==> src/dct_pkg.sv <==
// Shared types, codes and the microcode program of the display contention timing block.
package dct_pkg;

  // Configuration register indexes
  typedef enum logic [2:0] {
    CFG_FRAME_TSTATES  = 3'd0,
    CFG_LINE_TSTATES   = 3'd1,
    CFG_ORIGIN_TSTATES = 3'd2,
    CFG_ACTIVE_LINES   = 3'd3,
    CFG_DELAY_PATTERN  = 3'd4,
    CFG_MACHINE_MODEL  = 3'd5
  } cfg_index_t;

  // Request kinds
  localparam logic REQ_MEM = 1'b0;
  localparam logic REQ_IO  = 1'b1;

  // Address decode constants
  localparam logic [15:0] AREA_MASK    = 16'hC000;
  localparam logic [15:0] AREA_MATCH   = 16'h4000;
  localparam logic [15:0] PORT_ODD_BIT = 16'h0001;
  localparam logic [10:0] ACTIVE_COLS  = 11'd128;

  // Reset values of the configuration registers
  localparam logic [16:0] FRAME_RST   = 17'd69888;
  localparam logic [9:0]  LINE_RST    = 10'd224;
  localparam logic [16:0] ORIGIN_RST  = 17'd14335;
  localparam logic [9:0]  ACTIVE_RST  = 10'd192;
  localparam logic [31:0] PATTERN_RST = 32'h0012_3456;

  // Sequencer states
  typedef enum logic [2:0] {
    ST_IDLE,
    ST_EXEC,
    ST_MOD,
    ST_POS,
    ST_LINE,
    ST_APPLY,
    ST_DONE
  } state_t;

  // Micro-operation kinds
  typedef enum logic {
    UOP_DISPATCH,
    UOP_STEP
  } uop_kind_t;

  // One control word
  typedef struct packed {
    uop_kind_t  kind;
    logic       contend;  // add lookup delay before base cycles
    logic [2:0] base;     // base t-states added
    logic       last;     // final step of the sequence
  } uop_t;

  typedef logic [3:0] upc_t;

  // Program entry points
  localparam upc_t ENTRY_MEM     = 4'd1;
  localparam upc_t ENTRY_C_EVEN  = 4'd2;
  localparam upc_t ENTRY_C_ODD   = 4'd4;
  localparam upc_t ENTRY_N_EVEN  = 4'd8;
  localparam upc_t ENTRY_N_ODD   = 4'd10;
  localparam upc_t UPC_LAST      = 4'd10;

  // Microcode program: dispatch step, memory query, then the four IO sequences
  function automatic uop_t dct_rom(input upc_t addr);
    uop_t w;
    w = '{kind: UOP_STEP, contend: 1'b0, base: 3'd0, last: 1'b1};
    unique case (addr)
      4'd0:    w = '{kind: UOP_DISPATCH, contend: 1'b0, base: 3'd0, last: 1'b0};
      4'd1:    w = '{kind: UOP_STEP, contend: 1'b1, base: 3'd0, last: 1'b1};
      4'd2:    w = '{kind: UOP_STEP, contend: 1'b1, base: 3'd1, last: 1'b0};
      4'd3:    w = '{kind: UOP_STEP, contend: 1'b1, base: 3'd3, last: 1'b1};
      4'd4:    w = '{kind: UOP_STEP, contend: 1'b1, base: 3'd1, last: 1'b0};
      4'd5:    w = '{kind: UOP_STEP, contend: 1'b1, base: 3'd1, last: 1'b0};
      4'd6:    w = '{kind: UOP_STEP, contend: 1'b1, base: 3'd1, last: 1'b0};
      4'd7:    w = '{kind: UOP_STEP, contend: 1'b1, base: 3'd1, last: 1'b1};
      4'd8:    w = '{kind: UOP_STEP, contend: 1'b0, base: 3'd1, last: 1'b0};
      4'd9:    w = '{kind: UOP_STEP, contend: 1'b1, base: 3'd3, last: 1'b1};
      4'd10:   w = '{kind: UOP_STEP, contend: 1'b0, base: 3'd4, last: 1'b1};
      default: w = '{kind: UOP_STEP, contend: 1'b0, base: 3'd0, last: 1'b1};
    endcase
    return w;
  endfunction

  // Dispatch target from request kind, address area and port parity
  function automatic upc_t dct_entry(input logic req, input logic area, input logic even);
    upc_t e;
    if (req == REQ_MEM) begin
      e = ENTRY_MEM;
    end else if (area) begin
      e = even ? ENTRY_C_EVEN : ENTRY_C_ODD;
    end else begin
      e = even ? ENTRY_N_EVEN : ENTRY_N_ODD;
    end
    return e;
  endfunction

endpackage

==> src/display_contention_timing.sv <==
// Top level of the display contention timing block: sequencer, divider and output register.
//
// Each input word is one access; the block returns one result word with the total display
// contention delay, the end t-state and the area flag. A microcoded sequencer walks a short
// program per access (one lookup for a memory query, up to four for an IO access). Each lookup
// runs a shared one-bit-per-cycle divider up to twice: once for t-state modulo frame length,
// skipped when frame length is zero, and once for the line/column split, skipped before the
// origin or with zero line length; a step without contention is retired without a lookup.
// One item is in work at a time; a finished result waits in the output register while the next
// word is accepted, and the finishing step stalls while the previous result is still held.
// Configuration words are taken in every cycle and must be written while idle.
module display_contention_timing
  import dct_pkg::*;
(
  input  logic        clk,
  input  logic        rst_n,
  // Input stream
  input  logic        in_tvalid,
  output logic        in_tready,
  input  logic [47:0] in_tdata,   // [15:0] address, [47:16] start_tstate
  input  logic        in_tuser,   // [0] req_type
  // Result stream
  output logic        out_tvalid,
  input  logic        out_tready,
  output logic [39:0] out_tdata,  // [5:0] delay_total, [37:6] end_tstate, [39:38] zero
  output logic        out_tuser,  // [0] contended_area
  // Configuration writes
  input  logic        cfg_valid,
  output logic        cfg_ready,
  input  logic [2:0]  cfg_index,
  input  logic [31:0] cfg_data
);

  // Configuration registers
  logic [16:0] frame_r;
  logic [9:0]  line_r;
  logic [16:0] origin_r;
  logic [9:0]  active_r;
  logic [31:0] pattern_r;

  // Sequencer and datapath registers
  state_t      state_r, state_nxt;
  upc_t        upc_r, upc_nxt;
  logic [31:0] t_r, t_nxt;
  logic [5:0]  sum_r, sum_nxt;
  logic        req_r, area_r, even_r;
  logic [31:0] div_q_r, div_q_nxt;
  logic [16:0] div_rem_r, div_rem_nxt;
  logic [4:0]  div_cnt_r, div_cnt_nxt;

  // Output register
  logic        out_valid_r;
  logic [5:0]  out_delay_r;
  logic [31:0] out_end_r;
  logic        out_area_r;

  uop_t        uop;
  logic        in_acc;
  logic        out_load;
  logic        apply_en;
  logic [3:0]  apply_delay;
  logic [16:0] divisor;
  logic [17:0] div_trial;
  logic [17:0] div_diff;
  logic [31:0] pos;
  logic        pos_hit;
  logic [9:0]  col;
  logic        col_hit;

  assign cfg_ready  = 1'b1;
  assign in_tready  = (state_r == ST_IDLE);
  assign in_acc     = in_tvalid && in_tready;
  assign uop        = dct_rom(upc_r);

  // Configuration writes; out-of-range indexes are dropped
  always_ff @(posedge clk) begin
    if (!rst_n) begin
      frame_r   <= FRAME_RST;
      line_r    <= LINE_RST;
      origin_r  <= ORIGIN_RST;
      active_r  <= ACTIVE_RST;
      pattern_r <= PATTERN_RST;
    end else if (cfg_valid) begin
      unique case (cfg_index)
        CFG_FRAME_TSTATES:  frame_r   <= cfg_data[16:0];
        CFG_LINE_TSTATES:   line_r    <= cfg_data[9:0];
        CFG_ORIGIN_TSTATES: origin_r  <= cfg_data[16:0];
        CFG_ACTIVE_LINES:   active_r  <= cfg_data[9:0];
        CFG_DELAY_PATTERN:  pattern_r <= cfg_data;
        CFG_MACHINE_MODEL:  ; // both models decode alike: nothing to hold
        default:            ;
      endcase
    end
  end

  // Divider step: shift one dividend bit into the remainder, subtract if it fits
  assign divisor   = (state_r == ST_MOD) ? frame_r : {7'd0, line_r};
  assign div_trial = {div_rem_r, div_q_r[31]};
  assign div_diff  = div_trial - {1'b0, divisor};

  // Frame position: remainder of the first division, or the raw t-state with no frame length
  assign pos     = (frame_r == '0) ? t_r : {15'd0, div_rem_r};
  assign pos_hit = (pos >= {15'd0, origin_r}) && (line_r != '0);

  // Line and column after the second division
  assign col     = div_rem_r[9:0];
  assign col_hit = (div_q_r < {22'd0, active_r}) && ({1'b0, col} < ACTIVE_COLS);

  // Next state and datapath control
  always_comb begin
    state_nxt   = state_r;
    upc_nxt     = upc_r;
    t_nxt       = t_r;
    sum_nxt     = sum_r;
    div_q_nxt   = div_q_r;
    div_rem_nxt = div_rem_r;
    div_cnt_nxt = div_cnt_r;
    apply_en    = 1'b0;
    apply_delay = 4'd0;
    out_load    = 1'b0;

    unique case (state_r)
      ST_IDLE: begin
        if (in_acc) begin
          t_nxt     = in_tdata[47:16];
          sum_nxt   = 6'd0;
          upc_nxt   = '0;
          state_nxt = ST_EXEC;
        end
      end
      ST_EXEC: begin
        if (uop.kind == UOP_DISPATCH) begin
          upc_nxt = dct_entry(req_r, area_r, even_r);
        end else if (!uop.contend) begin
          apply_en = 1'b1;
        end else if (frame_r != '0) begin
          // start t-state modulo frame length
          div_q_nxt   = t_r;
          div_rem_nxt = '0;
          div_cnt_nxt = '1;
          state_nxt   = ST_MOD;
        end else begin
          state_nxt = ST_POS;
        end
      end
      ST_MOD, ST_LINE: begin
        if (div_diff[17]) begin
          div_rem_nxt = div_trial[16:0];
          div_q_nxt   = {div_q_r[30:0], 1'b0};
        end else begin
          div_rem_nxt = div_diff[16:0];
          div_q_nxt   = {div_q_r[30:0], 1'b1};
        end
        div_cnt_nxt = div_cnt_r - 5'd1;
        if (div_cnt_r == '0) begin
          state_nxt = (state_r == ST_MOD) ? ST_POS : ST_APPLY;
        end
      end
      ST_POS: begin
        if (pos_hit) begin
          // split offset from origin into line and column
          div_q_nxt   = pos - {15'd0, origin_r};
          div_rem_nxt = '0;
          div_cnt_nxt = '1;
          state_nxt   = ST_LINE;
        end else begin
          apply_en = 1'b1;
        end
      end
      ST_APPLY: begin
        apply_en    = 1'b1;
        apply_delay = col_hit ? pattern_r[{col[2:0], 2'b00} +: 4] : 4'd0;
      end
      ST_DONE: begin
        if (!out_valid_r || out_tready) begin
          out_load  = 1'b1;
          state_nxt = ST_IDLE;
        end
      end
      default: state_nxt = ST_IDLE;
    endcase

    // Retire the current step: add delay and base cycles, then advance the program or finish
    if (apply_en) begin
      t_nxt   = t_r + 32'(apply_delay) + 32'(uop.base);
      sum_nxt = sum_r + 6'(apply_delay);
      if (uop.last) begin
        state_nxt = ST_DONE;
      end else begin
        upc_nxt   = upc_r + 4'd1;
        state_nxt = ST_EXEC;
      end
    end
  end

  // Control state
  always_ff @(posedge clk) begin
    if (!rst_n) begin
      state_r     <= ST_IDLE;
      out_valid_r <= 1'b0;
    end else begin
      state_r <= state_nxt;
      if (out_load) begin
        out_valid_r <= 1'b1;
      end else if (out_tready) begin
        out_valid_r <= 1'b0;
      end
    end
  end

  // Datapath and captured request fields
  always_ff @(posedge clk) begin
    upc_r     <= upc_nxt;
    t_r       <= t_nxt;
    sum_r     <= sum_nxt;
    div_q_r   <= div_q_nxt;
    div_rem_r <= div_rem_nxt;
    div_cnt_r <= div_cnt_nxt;
    if (in_acc) begin
      req_r  <= in_tuser;
      area_r <= (in_tdata[15:0] & AREA_MASK) == AREA_MATCH;
      even_r <= (in_tdata[15:0] & PORT_ODD_BIT) == 16'd0;
    end
    if (out_load) begin
      out_delay_r <= sum_r;
      out_end_r   <= t_r;
      out_area_r  <= area_r;
    end
  end

  assign out_tvalid = out_valid_r;
  assign out_tdata  = {2'b00, out_end_r, out_delay_r};
  assign out_tuser  = out_area_r;

  // Program counter stays inside the program while an item is in work
  a_upc_range: assert property (@(posedge clk) disable iff (!rst_n)
    (state_r != ST_IDLE) |-> (upc_r <= UPC_LAST))
    else $error("microcode step counter beyond program");

  // Divisions only run against a nonzero divisor
  a_div_nonzero: assert property (@(posedge clk) disable iff (!rst_n)
    ((state_r == ST_MOD) |-> (frame_r != '0)) and ((state_r == ST_LINE) |-> (line_r != '0)))
    else $error("divider running with zero divisor");

  // Accepted word starts the program at its dispatch step
  a_start: assert property (@(posedge clk) disable iff (!rst_n)
    in_acc |=> ((state_r == ST_EXEC) && (upc_r == '0) && (sum_r == 6'd0)))
    else $error("accepted word did not start at dispatch");

  // Delay sum never exceeds four lookups of the largest entry
  a_sum_bound: assert property (@(posedge clk) disable iff (!rst_n)
    out_valid_r |-> (out_delay_r <= 6'd60))
    else $error("delay total out of range");

  // A result loads only from the finishing state
  a_load_src: assert property (@(posedge clk) disable iff (!rst_n)
    (out_valid_r && !$past(out_valid_r)) |-> ($past(state_r) == ST_DONE))
    else $error("result loaded outside the finishing state");

endmodule
==> config.mk <==
export PLATFORM = sky130hd
export DESIGN_NAME = display_contention_timing
export DESIGN_NICKNAME = d
export VERILOG_FILES = /design/src/dct_pkg.sv /design/src/display_contention_timing.sv
export SDC_FILE = /design/constraint.sdc
export NUM_CORES = 1
export LEC_CHECK = 0
export BUFFER_PORTS_ARGS = -buffer_cell sky130_fd_sc_hd__buf_2
export CAP_MARGIN = 0
export CORE_UTILIZATION = 30
export DETAILED_ROUTE_END_ITERATION = 7
export PLACE_DENSITY = 0.47
export SLEW_MARGIN = 10
export SYNTH_ARGS = -nofsm -noshare
export SYNTH_HDL_FRONTEND = slang
export SYNTH_SLANG_ARGS = --single-unit
==> constraint.sdc <==
create_clock -name clk -period 7.6 [get_ports clk]
set_input_delay 1.14 -clock clk [delete_from_list [all_inputs] [get_ports clk]]
set_output_delay 1.14 -clock clk [all_outputs]
set_load 0.005 [all_outputs]
# ---- Word level (Yosys, flattened, before mapping)
# Memory sizes are Yosys's and may differ from the RTL's. A register that Yosys moved wholly into a read port is not among the register bits.
# Cells that the tools add are included.
dict set report op_classes {
  add_sub_neg 7
  mul 0
  div_mod_pow 0
  magnitude_cmp 3
  eq_ne 22
  n_shift 1
  n_mux 55
  n_bitwise 0
  reduce_logical 25
}
# op count
set op_table {}
lappend op_table {{two-way mux 32 bit} 8}
lappend op_table {{two-way mux 17 bit} 6}
lappend op_table {{one-hot mux 32 bit (3 select lines)} 1}
lappend op_table {{one-hot mux 17 bit (3 select lines)} 1}
lappend op_table {{adder 32 x 3 -> 32 bit} 1}
lappend op_table {{adder 32 x 4 -> 32 bit} 1}
lappend op_table {{greater-or-equal comparator 32 x 17 -> 1 bit} 1}
lappend op_table {{< comparator 32 x 10 -> 1 bit} 1}
lappend op_table {{two-way mux 4 bit} 8}
lappend op_table {{indexed part select 32 x 6 -> 4 bit} 1}
lappend op_table {{subtractor 32 x 17 -> 32 bit} 1}
lappend op_table {{two-way mux 3 bit} 10}
lappend op_table {{two-way mux 5 bit} 4}
lappend op_table {{two-way mux 6 bit} 3}
lappend op_table {{one-hot mux 3 bit (6 select lines)} 1}
lappend op_table {{subtractor 18 x 17 -> 18 bit} 1}
lappend op_table {{zero test 17 bit} 1}
lappend op_table {{nonzero test 17 bit} 1}
lappend op_table {{zero test 16 bit} 1}
lappend op_table {{inequality test 3 bit (second input constant)} 5}
lappend op_table {{one-hot mux 5 bit (3 select lines)} 1}
lappend op_table {{== test 3 x 2 -> 1 bit (second input constant)} 4}
lappend op_table {{== test 3 bit (second input constant)} 4}
lappend op_table {{AND reduction 2 bit} 6}
lappend op_table {{23 further kinds} 41}
dict set report totals {
  register_bits 228
  latch_bits 0
  mem_bits_rw 0
  romBits 96
  in_bits 89
  wordCells 133
  memories 1
}
# memory depth word_bits read_ports rd_clocked_by_memory_dff wr line_no
set memory_table {}
lappend memory_table {{(no name shown)} 16 6 1 1 0 dct_pkg.sv:70} ;# unique case (addr)

# ---- Logic depth before layout (Yosys ltp)
# Gate-level depths: netlist (run 1).
dict set report depth {
  depth_word 8
  ltp_mapped 23
  ltp_nobuf 23
}

# ---- Least setup slack after synthesis (run 1)
# OpenSTA, ideal clock, no wires.
dict set report synth_timing {
  kind {reg2reg}
  from {register frame_r[16]}
  to {register div_cnt_r[0], enable pin}
  t_arrival_ps 5625
  t_required_ps 7134
  path_slack_ps 1510
  path_stages_with_launch 17
  synth_period_minus_slack_ps 6090
  cell_sequence {dfxtp_1 -> nor4_1 -> nand4_1 -> nor4_1 -> clkbuf_1 -> buf_1 -> nand2_1 -> nand2_1 -> inv_1 -> fa_1 -> nor2b_1 -> o31ai_1 -> a22oi_1 -> o211ai_2 -> a21oi_1 -> nor2_1 -> nor2_1}
}
dict set report synth_between {
  elab_chain_cells 6
  word_cells_on_any_way 8
  classes_between {order compare: 1; eq/ne: 2; mux: 1; reduce/logical: 4}
}
# element line_no
set synth_rtl {}
lappend synth_rtl {{start, declared} display_contention_timing.sv:35} ;# logic [16:0] frame_r;
lappend synth_rtl {{start signal, assigned} display_contention_timing.sv:85} ;# CFG_FRAME_TSTATES: frame_r <= cfg_data[16:0];
lappend synth_rtl {{zero test 17 bit} display_contention_timing.sv:102} ;# assign pos = (frame_r == '0) ? t_r : {15'd0, div_rem_r};
lappend synth_rtl {{two-way mux 32 bit} display_contention_timing.sv:102}
lappend synth_rtl {{greater-or-equal comparator 32 x 17 -> 1 bit} display_contention_timing.sv:103} ;# assign pos_hit = (pos >= {15'd0, origin_r}) && (line_r != '0);
lappend synth_rtl {{logical AND 1 bit} display_contention_timing.sv:103}
lappend synth_rtl {{inequality test 2 bit (no source line)} --}
lappend synth_rtl {{AND reduction 5 bit (no source line) (*)} --}
lappend synth_rtl {{end signal, assigned} display_contention_timing.sv:218} ;# div_cnt_r <= div_cnt_nxt;
lappend synth_rtl {{end, declared} display_contention_timing.sv:49} ;# logic [4:0] div_cnt_r, div_cnt_nxt;
# Mark *: on every way between the ends. The rest lies on a longest branch, timed or not.
# A chain may end at the register's enable or synchronous reset.

# ---- Worst setup path in the final report (run 1)
dict set report layout_timing {
  from {register frame_r[16]}
  to {register div_q_r[2], enable pin}
}
dict set report layout_between {
  elab_chain_cells 6
  word_cells_on_any_way 8
  classes_between {order compare: 1; eq/ne: 2; mux: 1; reduce/logical: 4}
}
# element line_no
set layout_rtl {}
lappend layout_rtl {{zero test 17 bit} display_contention_timing.sv:102}
lappend layout_rtl {{two-way mux 32 bit} display_contention_timing.sv:102}
lappend layout_rtl {{greater-or-equal comparator 32 x 17 -> 1 bit} display_contention_timing.sv:103}
lappend layout_rtl {{logical AND 1 bit} display_contention_timing.sv:103}
lappend layout_rtl {{inequality test 2 bit (no source line)} --}
lappend layout_rtl {{AND reduction 5 bit (no source line) (*)} --}
lappend layout_rtl {{end signal, assigned} display_contention_timing.sv:216} ;# div_q_r <= div_q_nxt;
lappend layout_rtl {{end, declared} display_contention_timing.sv:47} ;# logic [31:0] div_q_r, div_q_nxt;
# Marked as above.

==> results of run 1 <==
## worst max-delay path by stage
| stage | start | endpoint | slack (ps) | cells after the start |
|---|---|---|---|---|
| floorplan | frame_r[16] | div_cnt_r[0] | 1510 | 16 |
| global placement | frame_r[16] | div_q_r[0] | 2210 | 15 |
| detailed placement | frame_r[16] | div_q_r[1] | 2170 | 15 |
| CTS | frame_r[16] | div_q_r[1] | 2190 | 15 |
| global route | frame_r[16] | div_q_r[1] | 1910 | 15 |
| finish | frame_r[16] | div_q_r[2] | 2270 | 15 |
## registers in the layout, indices dropped and copies added, names as in the netlist, 3 cells and up
register     cells
uop              6
out_end_r       32
frame_r         17
upc_r            4
line_r          10
active_r        10
state_r          3
div_q_r         32
pattern_r       32
origin_r        17
out_delay_r      6
div_cnt_r        5
div_rem_r       17
t_r             32
sum_r            6
## cells in the mapped netlist (all sizes together), types with 4 or more instances
master    n  area share [%]
nand2   310             8.8
edfxtp  134              30
a21oi   114             4.3
dfxtp   100              15
o21ai    80             3.0
nor2     79             2.3
clkbuf   66             1.9
inv      65             1.8
ha       55             5.2
nand3    50             1.9
xnor2    35             2.3
o211ai   28             1.7
xor2     27             1.8
a21o     23             1.3
mux2i    21             1.6
nor3     19            0.72
nor2b    17            0.81
buf      15            0.63
nor4     15            0.71
nand2b   14            0.72
a211oi   13            0.78
a22oi    13            0.74
o21a     13            0.74
a221oi   11            0.78
and3     10            0.47
nand4    10            0.47
o31ai     9            0.51
mux4      8             1.4
or2       8            0.40
fa        7             1.1
or4       7            0.43
and2      6            0.28
mux2      6            0.51
a311oi    5            0.33
nand3b    5            0.28
o311ai    5            0.46
a31oi     4            0.19
o221ai    4            0.27
## layout make-up
type | count | area (um^2)
fill | 4495 | 28000
multi-input combinational | 1073 | 6650
sequential | 234 | 6030
clock buffer | 35 | 768
tap | 585 | 732
timing repair buffer | 130 | 686
inverter | 66 | 248
clock inverter | 17 | 200
## where the power goes
part / internal (mW) / switching [mW]
Clock: 0.852 / 0.558
Sequential: 1.77 / 0.400
Combinational: 0.765 / 1.13
## layer usage
metal	GRT usage, %	share of wire, %	vias up
met5	0	0	-
met4	3.55	1.8	0
met3	2.34	4.6	38
met2	26.1	43	273
met1	25.5	51	5136
li1	-	-	5353
## cell families after synthesis
kind of cell             share of synthesized area [%]
AND/OR/NAND/NOR                                   18.9
AO/OA/AOI/OAI                                     17.1
flip-flops                                        45.6
buffers and inverters                             4.40
adder cells (fa/ha/maj)                           6.27
XOR/XNOR                                          4.11
multiplexers                                      3.50
other                                           0.0569
## worst max-delay path, stage by stage, from the launching register on
cell and delay [ps]:
dfxtp_1 330, nor4_1 410, nand4_1 360, or4_1 490
buf_4 250, mux2i_1 160, ha_1 250, fa_1 420
nor2b_1 160, o31ai_1 130, a22oi_1 430, o211ai_2 210
a21oi_1 160, nor2_1 80, nor2_4 550, buf_4 550
## per-stage QoR
step	power [mW]	utilization, %
global route	5.83	35.4
detailed placement	4.09	33.1
finish	5.47	35.4
global placement	4.06	33.1
floorplan	3.48	-
CTS	5.52	35.4
==> reports/summary.txt, run 1 <==
layout cell share with drive strength beyond 1 -> 14.1%
Cell Pwr Density -> 357 nW/um^2
RSZ-0062 raised after global routing -> false
HPWL after detailed placement -> 28000 um
Area Growth Syn to Fin -> 15.9%
most common cell after layout, fill and taps aside -> nand2_1
CP endpoint kind -> register
synth warn -> 0
dpl cell area -> 14300 um^2
final worst setup slack -> 2270 ps
final setup fails -> 0
outcome -> finished, final reports clean
post-CTS setup-driven buffer insertion count -> 0
sequential area share after synthesis -> 45.6%
worst hold path depth -> 2
post_cts resized -> 0
DIE AREA -> 44900 um^2
fin cells -> 2140
fin crit period -> 5330 ps
CORE AREA -> 43300 um^2
pin count of the biggest net entering global routing -> 60
# port buffers -> 116
nets -> 1684
Post-synth EDFFs -> 134
most frequent cells in the layout -> nand2_1 (310), edfxtp_1 (134), buf_2 (116), a21oi_1 (113), dfxtp_1 (100)
final hold viol count -> 0
final hold slack -> 454 ps
R2R Setup Slk -> 2270 ps
H-tree level count -> 1
DR DRC count -> 0
Hold Path End -> pattern_r[15]
placed insts -> 2088
Total Wirelength -> 38400 um
Max VDD drop -> 168 uV
critical hold path startpoint -> pattern_r[15]
Post-Syn Area per Cell -> 9.09 um^2
Slew Limit Headroom -> 19.9%
CTS clk-pin slew, worst paths -> 60 ps
Final Cell Area -> 15300 um^2
Vias/cell -> 5.05
worst hold-check path type -> reg2reg
GRT Overall Usage -> 17.1%
# diodes -> 0
CP Data Required Time -> 7810 ps
Reg2Reg Capture Point -> div_q_r[2]
CTS max path bufs -> 3
initial core utilization -> 30.5%
Tcrit/Tclk final -> 70.2%
Row Count -> 76
Worst Path Arrival -> 5540 ps
gp weighted congestion -> 0.867
Synth Cell Area -> 13200 um^2
Antenna Violating Nets Remaining -> 0
Hold Buf Count CTS -> 0
# IOs -> 133
worst-margin pin slew -> 1200 ps
CTS tree -> built
Worst R2R Start -> frame_r[16]
TritonCTS Buffers -> 28
Clock Latency Late Sink -> 570 ps
Synth cell types -> 83
type of origin of the critical path -> register
Pre-Repair DR Iteration Count -> 5
Worst Path Max Fanout -> 32
Max Cap Viol -> 0
Overflow after GRT -> 0
initial antenna violation count -> 0
Die Ht -> 212 um
vias in the first global route -> 10100
Slew Limit Fails -> 0
Die W -> 212 um
# clock sinks -> 234
first-pass GRT wire length -> 59700 um
total negative slack -> 0 ps
Async SR Flop Fraction -> 0%
Final Skew -> 25.3 ps
via count -> 10800
routed wire length per instance -> 17.9 um
dpl ws -> 2170 ps
leakage -> 5.88 nW
fmax -> 0.188 GHz
Root Driver -> clkbuf_16
Setup Crit Path Kind -> reg2reg
worst reg2reg path depth -> 15
DRT iter0 DRCs -> 544
flops & latches, synth -> 234
cell count after synthesis -> 1453
most common flop cell mapped by yosys -> edfxtp_1
Power figures use the tool's default switching activity.
==> run 2: changes to the inputs <==
Settings changed: PLACE_DENSITY 0.47 to 0.49.
Clock period 7.6 ns to 4.6 ns, I/O delays scaled along.
==> run 2 against run 1 <==
  * Die area unchanged
  * Final area increased by 3.2%
  * Non-clock buffer count increased by 60
  * Sequential share of layout area decreased by 1.2 points
  * Largest cell class unchanged
  * Utilization increased by 1.1 points
  * Flip-flop and latch count unchanged
  * Routed wire length increased by 2.8%
  * Clock power increased by 45%
  * Total power increased by 66%
==> reports/summary.txt, run 2 (synthesized netlist as in run 1, its figures left out) <==
Max Cap Viol -> 0
Slew Limit Fails -> 0
Vias/cell -> 5.04
Slew Limit Headroom -> 17.2%
worst reg2reg path depth -> 22
final setup fails -> 0
Die W -> 212 um
Multi-input gate area -> 6780 um^2
DR DRC count -> 0
Die Ht -> 212 um
# port buffers -> 116
vias in the first global route -> 10700
HPWL after detailed placement -> 29100 um
CP peak stage delay -> 390 ps
Clock Latency Late Sink -> 540 ps
Total Wirelength -> 39400 um
routed wire length per instance -> 17.9 um
CP endpoint kind -> register
Pre-Repair DR Iteration Count -> 5
Root Driver -> clkbuf_16
most frequent cells in the layout -> nand2_1 (310), edfxtp_1 (134), buf_2 (116), a21oi_1 (111), dfxtp_1 (100)
R2R Setup Slk -> 100 ps
via count -> 11100
initial core utilization -> 30.5%
Hold Buf Count CTS -> 0
Antenna Violating Nets Remaining -> 0
Area Growth Syn to Fin -> 19.6%
nets -> 1743
# IOs -> 133
CTS max path bufs -> 3
Worst Path Arrival -> 4790 ps
first-pass GRT wire length -> 60600 um
Finished Core Util -> 36.5%
H-tree level count -> 1
gp weighted congestion -> 0.869
RSZ-0062 raised after global routing -> true
final hold slack -> 326 ps
Worst Path Max Fanout -> 4
Overflow after GRT -> 0
most used cell, CP -> a21o_1
# clock sinks -> 234
placed insts -> 2144
type of origin of the critical path -> register
Tcrit/Tclk final -> 97.8%
layout cell share with drive strength beyond 1 -> 18.4%
total negative slack -> 0 ps
DIE AREA -> 44900 um^2
fmax -> 0.222 GHz
leakage -> 6.15 nW
dpl cell area -> 14800 um^2
worst hold-check path type -> in2reg
Final Cell Area -> 15800 um^2
final hold viol count -> 0
worst setup path end -> t_r[31]
pin count of the biggest net entering global routing -> 60
CP Cell Sequence -> ha_1, a21o_1, a21o_1, a21o_1, a21o_1, a21o_1, a21o_1, a21o_1, a311o_1, fa_2, inv_2, ha_4, inv_2, fa_2, inv_2, a21o_1, a21oi_2, or2_4, nor4_4, nand3_1, xor2_1, o21ai_1
CP Launch Point -> div_q_r[1]
CORE AREA -> 43300 um^2
Filler cells -> 4438
critical hold path startpoint -> in_tuser
most common cell after layout, fill and taps aside -> nand2_1
Reg2Reg Capture Point -> t_r[31]
TritonCTS Buffers -> 27
fin crit period -> 4500 ps
CP Data Required Time -> 4890 ps
outcome -> finished, final reports clean
Cell Pwr Density -> 576 nW/um^2
Setup Crit Path Kind -> reg2reg
worst-margin pin slew -> 1240 ps
GRT Overall Usage -> 17.5%
initial antenna violation count -> 3
CP max-delay cell -> edfxtp_1
CTS tree -> built
CTS clk-pin slew, worst paths -> 60 ps
DRT iter0 DRCs -> 775
Row Count -> 76
register area -> 6030 um^2
fin cells -> 2198
Max VDD drop -> 206 uV
Final Skew -> 9.60 ps
Worst R2R Start -> div_q_r[1]
run 2: cell types whose count changed in the layout (fill, tap and decap cells not counted), sizes merged:
cell | previous run | this run
buf | 130 | 190
bufinv | 4 | 1
clkbuf | 35 | 33
clkinv | 14 | 13
clkinvlp | 0 | 2
diode | 0 | 2
run 2: report_power, final:
part / leakage (nW) / switching, mW / internal (mW)
clock network: 0.404 / 0.880 / 1.16
logic: 3.70 / 2.05 / 1.49
registers: 2.05 / 0.607 / 2.92
total: 6.15 / 3.53 / 5.56
run 2: worst min path at each step:
stage / end / slack, ps / depth (start not counted)
after global placement: pattern_r[16] / 440 / 2
after global routing: req_r / 320 / 1
after floorplan: out_end_r[13] / 420 / 0
after CTS: req_r / 300 / 1
after detailed placement: pattern_r[11] / 450 / 2
final: req_r / 330 / 1
run 2: worst max-delay path, delay by kind of cell (launching register included):
family | cells | cell delay (ps)
AO/OA/AOI/OAI | 11 | 1800
XOR/XNOR | 1 | 150
adder cells (fa/ha/maj) | 4 | 1140
buffers and inverters | 3 | 170
flip-flops | 1 | 390
AND/OR/NAND/NOR | 3 | 580
run 2: metrics by stage:
stage	power [mW]	worst slack [ps]
2_1_floorplan	5.75	-21.5
3_3_place_gp	6.97	-169
3_5_place_dp	7.03	-188
4_1_cts	9.12	3.73
5_1_grt	9.68	-140
6_report	9.10	102
run 2: repair_timing:
action                     4_1_cts  5_1_grt
buffers inserted                 1        4
pin swaps                        5       30
setup endpoints to repair       15       91
resized for setup                7       21
run 2: final cells by class:
class,count,share of cell area [%]
Clock buffer,33,4.55
Sequential cell,234,38.2
Tap cell,585,4.63
Inverter,66,1.57
Clock inverter,15,0.634
Timing Repair Buffer,190,7.51
Antenna cell,2,0.0317
Multi-Input combinational cell,1073,42.9
run 2: per-layer routing:
layer	GRT usage, %	vias up	wire [um]
li1	-	5464	-
met1	23.4	5243	18000
met2	28.8	311	18100
met3	2.61	67	2270
met4	5.97	2	1050
met5	0	-	19
